[src/rtl/core/fsmo_pkg.sv]
`timescale 1ns / 1ps
`default_nettype none

package fsmo_pkg;

    localparam int SET_DEPTH = 32;
    localparam int KEY_BITS  = 16;
    localparam int GRADE_W   = 16;
    localparam int PORT_KEY_W = 16;
    localparam int CNT_W     = $clog2(SET_DEPTH + 1);
    localparam int IDX_W     = (SET_DEPTH > 1) ? $clog2(SET_DEPTH) : 1;
    localparam int PROD_W    = 2 * GRADE_W;
    localparam int FRAC_W    = 15;

    typedef logic [KEY_BITS-1:0]   t_key;
    typedef logic [GRADE_W-1:0]    t_grade;
    typedef logic [CNT_W-1:0]      t_cnt;
    typedef logic [IDX_W-1:0]      t_idx;

    localparam t_grade GRADE_ONE = t_grade'(32768);
    localparam logic [PROD_W-1:0] ROUND_HALF = PROD_W'(16384);

    // One stored pair of a set.
    typedef struct packed {
        t_key   key;
        t_grade grade;
    } t_entry;

    typedef enum logic [1:0] {
        FUNC_LOAD_A = 2'd0,
        FUNC_LOAD_B = 2'd1,
        FUNC_RUN    = 2'd2,
        FUNC_NONE   = 2'd3
    } t_func;

    // Register codes of set_op; the codes above complement act as union.
    localparam logic [2:0] SET_OP_UNION = 3'd0;
    localparam logic [2:0] SET_OP_INTER = 3'd1;
    localparam logic [2:0] SET_OP_PSUM  = 3'd2;
    localparam logic [2:0] SET_OP_PROD  = 3'd3;
    localparam logic [2:0] SET_OP_COMPL = 3'd4;

    typedef enum logic [2:0] {
        ALU_PASS_A,
        ALU_PASS_B,
        ALU_MAX,
        ALU_MIN,
        ALU_PSUM,
        ALU_PROD,
        ALU_COMPL
    } t_alu_op;

    typedef enum logic [2:0] {
        ST_IDLE,
        ST_FETCH,
        ST_CMP,
        ST_MUL,
        ST_COMB,
        ST_FIN
    } t_state;

    // Mask an input key to KEY_BITS bits.
    function automatic t_key key_from_port(input logic [PORT_KEY_W-1:0] k);
        t_key r;
        r = '0;
        for (int i = 0; i < KEY_BITS; i++) begin
            if (i < PORT_KEY_W) r[i] = k[i];
        end
        return r;
    endfunction

    // Mask a stored key to the width of the result port.
    function automatic logic [PORT_KEY_W-1:0] key_to_port(input t_key k);
        logic [PORT_KEY_W-1:0] r;
        r = '0;
        for (int i = 0; i < PORT_KEY_W; i++) begin
            if (i < KEY_BITS) r[i] = k[i];
        end
        return r;
    endfunction

    // Saturate a loaded grade at one.
    function automatic t_grade sat_grade(input t_grade g);
        return (g > GRADE_ONE) ? GRADE_ONE : g;
    endfunction

    // Combining operation for a key present in both sets.
    function automatic t_alu_op alu_for_op(input logic [2:0] op);
        t_alu_op r;
        unique case (op)
            SET_OP_INTER: r = ALU_MIN;
            SET_OP_PSUM:  r = ALU_PSUM;
            SET_OP_PROD:  r = ALU_PROD;
            default:      r = ALU_MAX;
        endcase
        return r;
    endfunction

endpackage

`default_nettype wire

[src/rtl/core/fsmo_set_store.sv]
`timescale 1ns / 1ps
`default_nettype none

module fsmo_set_store
    import fsmo_pkg::*;
(
    input  wire logic   i_clk,
    input  wire logic   i_we,
    input  wire t_idx   i_waddr,
    input  wire t_entry i_wdata,
    input  wire t_idx   i_raddr,
    output t_entry      o_rdata
);

    t_entry r_mem [SET_DEPTH];
    t_entry r_rdata;

    // Write one pair per cycle.
    always_ff @(posedge i_clk) begin
        if (i_we) begin
            r_mem[i_waddr] <= i_wdata;
        end
    end

    // Registered read of the head entry.
    always_ff @(posedge i_clk) begin
        r_rdata <= r_mem[i_raddr];
    end

    assign o_rdata = r_rdata;

endmodule

`default_nettype wire

[src/rtl/core/fsmo_grade_alu.sv]
`timescale 1ns / 1ps
`default_nettype none

module fsmo_grade_alu
    import fsmo_pkg::*;
(
    input  wire logic    i_clk,
    input  wire t_grade  i_a,
    input  wire t_grade  i_b,
    input  wire t_alu_op i_op,
    output t_grade       o_grade
);

    logic [PROD_W-1:0]  r_prod;
    logic [PROD_W-1:0]  rounded;
    t_grade             ab;
    logic [GRADE_W+1:0] psum_raw;
    t_grade             psum;

    // Register the raw product ahead of rounding.
    always_ff @(posedge i_clk) begin
        r_prod <= PROD_W'(i_a) * PROD_W'(i_b);
    end

    // Round half up and scale back to Q1.15.
    always_comb begin
        rounded = r_prod + ROUND_HALF;
        ab      = rounded[FRAC_W+GRADE_W-1:FRAC_W];
    end

    // a + b - ab, saturated at one.
    always_comb begin
        psum_raw = {2'b00, i_a} + {2'b00, i_b} - {2'b00, ab};
        psum     = (psum_raw > {2'b00, GRADE_ONE}) ? GRADE_ONE : psum_raw[GRADE_W-1:0];
    end

    always_comb begin
        unique case (i_op)
            ALU_PASS_A: o_grade = i_a;
            ALU_PASS_B: o_grade = i_b;
            ALU_MAX:    o_grade = (i_a > i_b) ? i_a : i_b;
            ALU_MIN:    o_grade = (i_a < i_b) ? i_a : i_b;
            ALU_PSUM:   o_grade = psum;
            ALU_PROD:   o_grade = ab;
            ALU_COMPL:  o_grade = GRADE_ONE - i_a;
            default:    o_grade = i_a;
        endcase
    end

endmodule

`default_nettype wire

[src/rtl/core/fuzzy_set_merge_ops_core.sv]
`timescale 1ns / 1ps
`default_nettype none

// Fuzzy set merge core. Words with func 0 or 1 append a (key, grade) pair to
// set A or B in one cycle each (grades above one are saturated, pairs past
// the 32-entry capacity are dropped). A word with func 2 runs a merge under
// set_op and streams the result pairs, the last one flagged; an empty result
// gives one word with empty_res set. During a run the input is not ready.
// Each merge step is sequenced over the registered read of both stores and a
// shared grade unit whose multiplier output is registered: a step that drops
// its key passes FETCH and CMP, a step that yields a pair goes on through MUL
// and COMB, and the run ends with the final head check in FETCH and a flush of
// the final word in FIN; COMB and FIN wait while the output is stalled.
// Both stores are empty again when the input turns ready.
module fuzzy_set_merge_ops_core
    import fsmo_pkg::*;
(
    input  wire logic                  i_clk,
    input  wire logic                  i_rst_n,
    // input words
    input  wire logic                  i_in_valid,
    output logic                       o_in_ready,
    input  wire logic [1:0]            i_func,
    input  wire logic [PORT_KEY_W-1:0] i_key,
    input  wire logic [GRADE_W-1:0]    i_grade,
    // result words
    output logic                       o_out_valid,
    input  wire logic                  i_out_ready,
    output logic [PORT_KEY_W-1:0]      o_out_key,
    output logic [GRADE_W-1:0]         o_out_grade,
    output logic                       o_last,
    output logic                       o_empty_res,
    // configuration
    input  wire logic                  psel,
    input  wire logic                  penable,
    input  wire logic                  pwrite,
    input  wire logic [2:0]            paddr,
    input  wire logic [31:0]           pwdata,
    output logic [31:0]                prdata,
    output logic                       pready
);

    localparam logic REG_SET_OP = 1'b0;

    t_state    r_state, n_state;
    logic [2:0] r_set_op;
    t_cnt      r_cnt_a, r_cnt_b;
    t_cnt      r_ia, r_ib;

    t_key      r_key;
    t_grade    r_ga, r_gb;
    t_alu_op   r_alu_op;

    logic      r_hold_v;
    t_key      r_hold_key;
    t_grade    r_hold_grade;

    logic      r_out_v;
    logic [PORT_KEY_W-1:0] r_out_key;
    t_grade    r_out_grade;
    logic      r_out_last;
    logic      r_out_empty;

    t_entry    rd_a, rd_b, wr_entry;
    t_grade    alu_grade;
    t_func     func;
    logic      in_acc, we_a, we_b, cfg_we;
    logic      a_ok, b_ok, is_compl, keep_single, run_done;
    logic      take_a, take_b, emit;
    t_alu_op   alu_sel;
    logic      out_free, push_ok;

    // Configuration port
    assign pready = 1'b1;
    assign cfg_we = psel && penable && pwrite && (paddr[2] == REG_SET_OP);
    assign prdata = (paddr[2] == REG_SET_OP) ? {29'd0, r_set_op} : 32'd0;

    always_ff @(posedge i_clk) begin
        if (!i_rst_n) begin
            r_set_op <= SET_OP_UNION;
        end else if (cfg_we) begin
            r_set_op <= pwdata[2:0];
        end
    end

    // Input decode and loads
    assign func       = t_func'(i_func);
    assign o_in_ready = (r_state == ST_IDLE);
    assign in_acc     = i_in_valid && o_in_ready;
    assign we_a       = in_acc && (func == FUNC_LOAD_A) && (r_cnt_a < t_cnt'(SET_DEPTH));
    assign we_b       = in_acc && (func == FUNC_LOAD_B) && (r_cnt_b < t_cnt'(SET_DEPTH));
    assign wr_entry   = '{key: key_from_port(i_key), grade: sat_grade(i_grade)};

    fsmo_set_store u_store_a (
        .i_clk   (i_clk),
        .i_we    (we_a),
        .i_waddr (r_cnt_a[IDX_W-1:0]),
        .i_wdata (wr_entry),
        .i_raddr (r_ia[IDX_W-1:0]),
        .o_rdata (rd_a)
    );

    fsmo_set_store u_store_b (
        .i_clk   (i_clk),
        .i_we    (we_b),
        .i_waddr (r_cnt_b[IDX_W-1:0]),
        .i_wdata (wr_entry),
        .i_raddr (r_ib[IDX_W-1:0]),
        .o_rdata (rd_b)
    );

    fsmo_grade_alu u_alu (
        .i_clk   (i_clk),
        .i_a     (r_ga),
        .i_b     (r_gb),
        .i_op    (r_alu_op),
        .o_grade (alu_grade)
    );

    // Merge head status
    assign a_ok        = r_ia < r_cnt_a;
    assign b_ok        = r_ib < r_cnt_b;
    assign is_compl    = (r_set_op == SET_OP_COMPL);
    assign keep_single = !((r_set_op == SET_OP_INTER) || (r_set_op == SET_OP_PROD));
    assign run_done    = is_compl ? !a_ok : (!a_ok && !b_ok);
    assign out_free    = !r_out_v || i_out_ready;
    assign push_ok     = !r_hold_v || out_free;

    // Pick the head to take and the grade operation
    always_comb begin
        take_a  = 1'b0;
        take_b  = 1'b0;
        alu_sel = ALU_PASS_A;
        priority if (is_compl) begin
            take_a  = 1'b1;
            alu_sel = ALU_COMPL;
        end else if (!a_ok) begin
            take_b  = 1'b1;
            alu_sel = ALU_PASS_B;
        end else if (!b_ok) begin
            take_a  = 1'b1;
        end else if (rd_a.key == rd_b.key) begin
            take_a  = 1'b1;
            take_b  = 1'b1;
            alu_sel = alu_for_op(r_set_op);
        end else if (rd_a.key < rd_b.key) begin
            take_a  = 1'b1;
        end else begin
            take_b  = 1'b1;
            alu_sel = ALU_PASS_B;
        end
        emit = is_compl || (take_a && take_b) || keep_single;
    end

    // Next state
    always_comb begin
        n_state = r_state;
        unique case (r_state)
            ST_IDLE:  if (in_acc && (func == FUNC_RUN)) n_state = ST_FETCH;
            ST_FETCH: n_state = run_done ? ST_FIN : ST_CMP;
            ST_CMP:   n_state = emit ? ST_MUL : ST_FETCH;
            ST_MUL:   n_state = ST_COMB;
            ST_COMB:  if (push_ok) n_state = ST_FETCH;
            ST_FIN:   if (out_free) n_state = ST_IDLE;
            default:  n_state = ST_IDLE;
        endcase
    end

    always_ff @(posedge i_clk) begin
        if (!i_rst_n) begin
            r_state <= ST_IDLE;
        end else begin
            r_state <= n_state;
        end
    end

    // Fill counts and head pointers
    always_ff @(posedge i_clk) begin
        if (!i_rst_n) begin
            r_cnt_a <= '0;
            r_cnt_b <= '0;
            r_ia    <= '0;
            r_ib    <= '0;
        end else begin
            if (we_a) r_cnt_a <= r_cnt_a + t_cnt'(1);
            if (we_b) r_cnt_b <= r_cnt_b + t_cnt'(1);
            if (r_state == ST_IDLE) begin
                r_ia <= '0;
                r_ib <= '0;
            end else if (r_state == ST_CMP) begin
                r_ia <= r_ia + t_cnt'(take_a);
                r_ib <= r_ib + t_cnt'(take_b);
            end
            if ((r_state == ST_FIN) && out_free) begin
                r_cnt_a <= '0;
                r_cnt_b <= '0;
            end
        end
    end

    // Latch operands for the grade unit
    always_ff @(posedge i_clk) begin
        if (r_state == ST_CMP) begin
            r_key    <= take_a ? rd_a.key : rd_b.key;
            r_ga     <= rd_a.grade;
            r_gb     <= rd_b.grade;
            r_alu_op <= alu_sel;
        end
    end

    // Hold the newest result until the next one shows whether it is the last
    always_ff @(posedge i_clk) begin
        if (!i_rst_n) begin
            r_hold_v <= 1'b0;
        end else if ((r_state == ST_COMB) && push_ok) begin
            r_hold_v <= 1'b1;
        end else if ((r_state == ST_FIN) && out_free) begin
            r_hold_v <= 1'b0;
        end
    end

    always_ff @(posedge i_clk) begin
        if ((r_state == ST_COMB) && push_ok) begin
            r_hold_key   <= r_key;
            r_hold_grade <= alu_grade;
        end
    end

    // Output register
    always_ff @(posedge i_clk) begin
        if (!i_rst_n) begin
            r_out_v <= 1'b0;
        end else if (((r_state == ST_COMB) && push_ok && r_hold_v) ||
                     ((r_state == ST_FIN) && out_free)) begin
            r_out_v <= 1'b1;
        end else if (i_out_ready) begin
            r_out_v <= 1'b0;
        end
    end

    always_ff @(posedge i_clk) begin
        if ((r_state == ST_COMB) && push_ok && r_hold_v) begin
            r_out_key   <= key_to_port(r_hold_key);
            r_out_grade <= r_hold_grade;
            r_out_last  <= 1'b0;
            r_out_empty <= 1'b0;
        end else if ((r_state == ST_FIN) && out_free) begin
            r_out_key   <= r_hold_v ? key_to_port(r_hold_key) : '0;
            r_out_grade <= r_hold_v ? r_hold_grade : '0;
            r_out_last  <= 1'b1;
            r_out_empty <= !r_hold_v;
        end
    end

    assign o_out_valid = r_out_v;
    assign o_out_key   = r_out_key;
    assign o_out_grade = r_out_grade;
    assign o_last      = r_out_last;
    assign o_empty_res = r_out_empty;

endmodule

`default_nettype wire

[config.mk]
export PLATFORM = sky130hd
export DESIGN_NAME = fuzzy_set_merge_ops_core
export DESIGN_NICKNAME = d
export VERILOG_FILES = /design/src/rtl/core/fsmo_pkg.sv /design/src/rtl/core/fsmo_set_store.sv /design/src/rtl/core/fsmo_grade_alu.sv /design/src/rtl/core/fuzzy_set_merge_ops_core.sv
export SDC_FILE = /design/constraint.sdc
export NUM_CORES = 2
export LEC_CHECK = 0
export BUFFER_PORTS_ARGS = -buffer_cell sky130_fd_sc_hd__buf_2
export CORE_MARGIN = 2
export CORE_UTILIZATION = 35
export CTS_CLUSTER_DIAMETER = 60
export CTS_CLUSTER_SIZE = 14
export DETAILED_ROUTE_END_ITERATION = 16
export GPL_TIMING_DRIVEN = 0
export PLACE_DENSITY = 0.47
export SLEW_MARGIN = 10
export SYNTH_ARGS = -nofsm -noshare
export SYNTH_HDL_FRONTEND = slang
export SYNTH_SLANG_ARGS = --single-unit
[constraint.sdc]
create_clock -name i_clk -period 9.1 [get_ports i_clk]
set_input_delay 1.82 -clock i_clk [delete_from_list [all_inputs] [get_ports i_clk]]
set_output_delay 1.82 -clock i_clk [all_outputs]
set_load 0.02 [all_outputs]
==> load_flow_metrics.sql <==
INSERT INTO impl_metrics (metric_group, metric, value, unit) VALUES
('timing', 'timing.setup.tns', '0', 'ps'),
('pwr', 'p_int', '17690', 'uW'),
('timing', 'final_worst_setup_slack', '986.3', 'ps'),
('yosys', 'syn_area_per_cell', '19.04', 'um2'),
('min_path', 'min-delay-path-class', 'flip-flop to flip-flop', ''),
('timing', 'timing.final.max_slew_violations', '0', ''),
('worst_setup_path', 'critPathArrivalTime', '8880', 'ps'),
('clocking', 'cts_made_buffers', '204', ''),
('clocking', 'clock_latency', '880', 'ps'),
('floorplan', 'io_pins', '145', ''),
('yosys', 'synth_area_leaders', 'edfxtp_1, mux4_2, fa_1', ''),
('timing', 'skew', '82.19', 'ps'),
('placement', 'placed_cells', '9062', ''),
('pwr', 'peakVddDrop', '0.2649', 'mV'),
('clocking', 'clock_tree.buffer_depth', '4', ''),
('worst_setup_path', 'setup.worst_path.class', 'flip-flop to flip-flop', ''),
('placement', 'finalWeightedCongestion', '0.8659', ''),
('worst_setup_path', 'worstSetupEndpointType', 'flip-flop', ''),
('timing', 'slew_headroom', '0.1008', ''),
('grt', 'via_count_of_the_first_global_routing_pass', '51395', ''),
('worst_setup_path', 'critical_path.top_delay_family', 'adder cells', ''),
('timing', 'report.final.setup_viol', '0', ''),
('grt', 'antenna_found_initial', '26', ''),
('worst_setup_path', 'worstPathRequired', '9870', 'ps'),
('clocking', 'cts.sinks', '2278', ''),
('worst_setup_path', 'highest_net_fanout_along_the_worst_path', '10', ''),
('pwr', 'total_leakage_power', '0.03577', 'uW'),
('placement', 'detailedPlace.worstSlack', '1142', 'ps'),
('floorplan', 'floorplan.die_area', '283300', 'um2'),
('floorplan', 'coreArea', '277000', 'um2'),
('grt', 'first_pass_grt_wire_length', '403.0', 'mm'),
('worst_setup_path', 'crit_path_frequent_cell', 'fa_1', ''),
('clocking', 'clock_pin_slew_on_the_worst_setup_and_hold_paths', '70', 'ps'),
('yosys', 'yosys.area.top_type_share', '0.6650', ''),
('timing', 'finalHoldWorstSlack', '371.3', 'ps'),
('job', 'max_cap_viol_count', '0', ''),
('pwr', 'pwr-share-clk', '0.331', ''),
('pwr', 'pwr_dens', '217.5', 'nW/um2'),
('worst_setup_path', 'crit_chain', 'clkbuf_1 > clkbuf_1 > nand2_1 > fa_1 > fa_1 > fa_1 > inv_1 > fa_1 > fa_1 > inv_1 > fa_1 > inv_1 > ha_1 > o21a_1 > o211ai_1 > o22ai_1 > o21a_4 > o31a_1 > o41a_1 > or4_1 > nand4_1', ''),
('yosys', 'yosys_warnings', '0', ''),
('grt', 'grt-ovfl-total', '0', ''),
('layout', 'finish.utilization', '0.4042', ''),
('placement', 'detailedPlacementHpwl', '202.0', 'mm'),
('worst_setup_path', 'cp_slowest_cell', 'clkbuf_1', ''),
('status', 'outcome', 'finished clean', ''),
('layout', 'area_delta_synth_final', '14.63', '%'),
('route', 'route.detailed.drc', '0', ''),
('route', 'detailedRoute.firstPassIterationCount', '6', ''),
('route', 'detail-route-antenna-nets', '0', ''),
('min_path', 'worst_hold_path.num_cells', '0', ''),
('route', 'vias', '50148', ''),
('pwr', 'power_frac_seq', '0.486', ''),
('floorplan', 'start_util', '0.3526', ''),
('yosys', 'synth_area_leader_cell', 'edfxtp_1', ''),
('floorplan', 'dieWidth', '532.3', 'um'),
('route', 'drt-wirelength-per-cell', '30.61', 'um'),
('clocking', 'ctsHoldBuffers', '0', ''),
('route', 'drt_iter0_markers', '5582', ''),
('grt', 'grt_start_max_net_pins', '65', ''),
('pwr', 'p_comb_frac', '0.183', ''),
('layout', 'num-nets-final', '6023', ''),
('layout', 'final_cell_count_no_fill', '9383', ''),
('yosys', 'post_synthesis_sequential_area_ratio', '0.6886', ''),
('yosys', 'ys_seq_elements', '2278', ''),
('layout', 'layout_commonest_cell', 'edfxtp_1', ''),
('timing', 'worstMarginPinSlew', '1349', 'ps'),
('yosys', 'mappedNetlistArea', '97670', 'um2'),
('worst_setup_path', 'worst-r2r-setup-slack', '990', 'ps'),
('timing', 'post-route-min-period', '8114', 'ps'),
('yosys', 'synth_ff_type', 'edfxtp_1', ''),
('worst_setup_path', 'timing.critical_path.buf_inv', '5', '');
-- power by group through the flow --
| stage | combinational [uW] | clock (uW) | sequential (uW) |
|---|---|---|---|
| 2_1_floorplan | 3130 | 0 | 12000 |
| 3_3_place_gp | 4420 | 0 | 12100 |
| 3_5_place_dp | 4510 | 0 | 12100 |
| 4_1_cts | 4540 | 8270 | 11800 |
| 5_1_grt | 5070 | 8630 | 11800 |
| 6_report | 4460 | 8060 | 11800 |
-- cells in the mapped netlist (all sizes together), types with 9 or more instances --
| cell type | instances |
|---|---|
| nand3 | 39 |
| clkbuf | 190 |
| edfxtp | 2163 |
| nor2 | 194 |
| nand4 | 35 |
| buf | 91 |
| nor2b | 37 |
| dfxtp | 115 |
| ha | 189 |
| nand2b | 9 |
| a21oi | 85 |
| o211ai | 11 |
| fa | 192 |
| mux2i | 12 |
| mux2 | 64 |
| or3 | 12 |
| a21o | 29 |
| inv | 287 |
| a31oi | 25 |
| nor4 | 10 |
| mux4 | 640 |
| xor2 | 32 |
| and2 | 116 |
| o21ai | 63 |
| and3 | 11 |
| nor3 | 46 |
| o311ai | 18 |
| nand2 | 227 |
| o22ai | 18 |
| xnor2 | 45 |
| o21a | 18 |
-- worst reg2reg max path, stage by stage (launching register included) --
cell and delay (ps):
edfxtp_1 560, clkbuf_1 620, clkbuf_1 870, nand2_1 200, fa_1 550, fa_1 480
fa_1 540, inv_1 50, fa_1 440, fa_1 510, inv_1 50, fa_1 470
inv_1 40, ha_1 310, o21a_1 230, o211ai_1 240, o22ai_1 270, o21a_4 320
o31a_1 300, o41a_1 420, or4_1 420, nand4_1 90
-- kinds of logic after synthesis --
| logic type | Yosys count | synth area share |
|---|---|---|
| mux | 716 | 0.1562 |
| compound gates | 334 | 0.02297 |
| buf+inv | 571 | 0.02330 |
| simple gates | 772 | 0.03842 |
| xor+xnor | 77 | 0.006905 |
| other cells | 2 | 0.00007689 |
| flops | 2278 | 0.6886 |
| fa+ha+maj | 381 | 0.06356 |
-- metal layers --
| metal | vias to the layer above | global-route usage | share of wire |
|---|---|---|---|
| met5 | - | 0 | 0 |
| met4 | 0 | 0.05003 | 0.024 |
| met3 | 319 | 0.02377 | 0.050 |
| met2 | 1481 | 0.3180 | 0.47 |
| met1 | 27309 | 0.2964 | 0.46 |
| li1 | 21039 | - | - |
-- state kept, by name, indices dropped and copies added (netlist names), 3 cells and up --
signal	count
u_store_b.r_mem	1024
r_state	3
r_ia	6
r_cnt_a	6
o_out_key	16
r_key	16
u_alu.r_prod	17
u_store_b.o_rdata	32
r_hold_grade	16
r_ib	6
u_store_a.r_mem	1024
r_ga	16
r_cnt_b	6
o_out_grade	16
r_gb	16
r_hold_key	16
r_set_op	3
u_store_a.o_rdata	32
r_alu_op	3
-- final cells by class --
class                      instances  area (um2)
fill                           24771      165000
sequential                      2278       67250
multi-input combinational       2310       28870
clock buffer                     275        5497
tap                             3705        4636
timing repair buffer             201        3037
buffer                           281        1234
inverter                         290        1089
clock inverter                    37       335.3
antenna                            6       15.01
-- metrics by stage --
stage               area (um2)  power (uW)
floorplan                97780       15120
global placement        102800       16510
detailed placement      106000       16570
CTS                     111900       24630
global route            112000       25520
finish                  112000       24350
-- path summary, 6_finish.rpt --
path / from / to
setup / recovery: r_ga[10] / u_alu.r_prod[23]
hold / removal: u_store_b.o_rdata[12] / r_gb[12]
setup reg to reg: r_ga[10] / u_alu.r_prod[23]
hold reg to reg: u_store_b.o_rdata[12] / r_gb[12]
(Power assumes the default switching activity.)
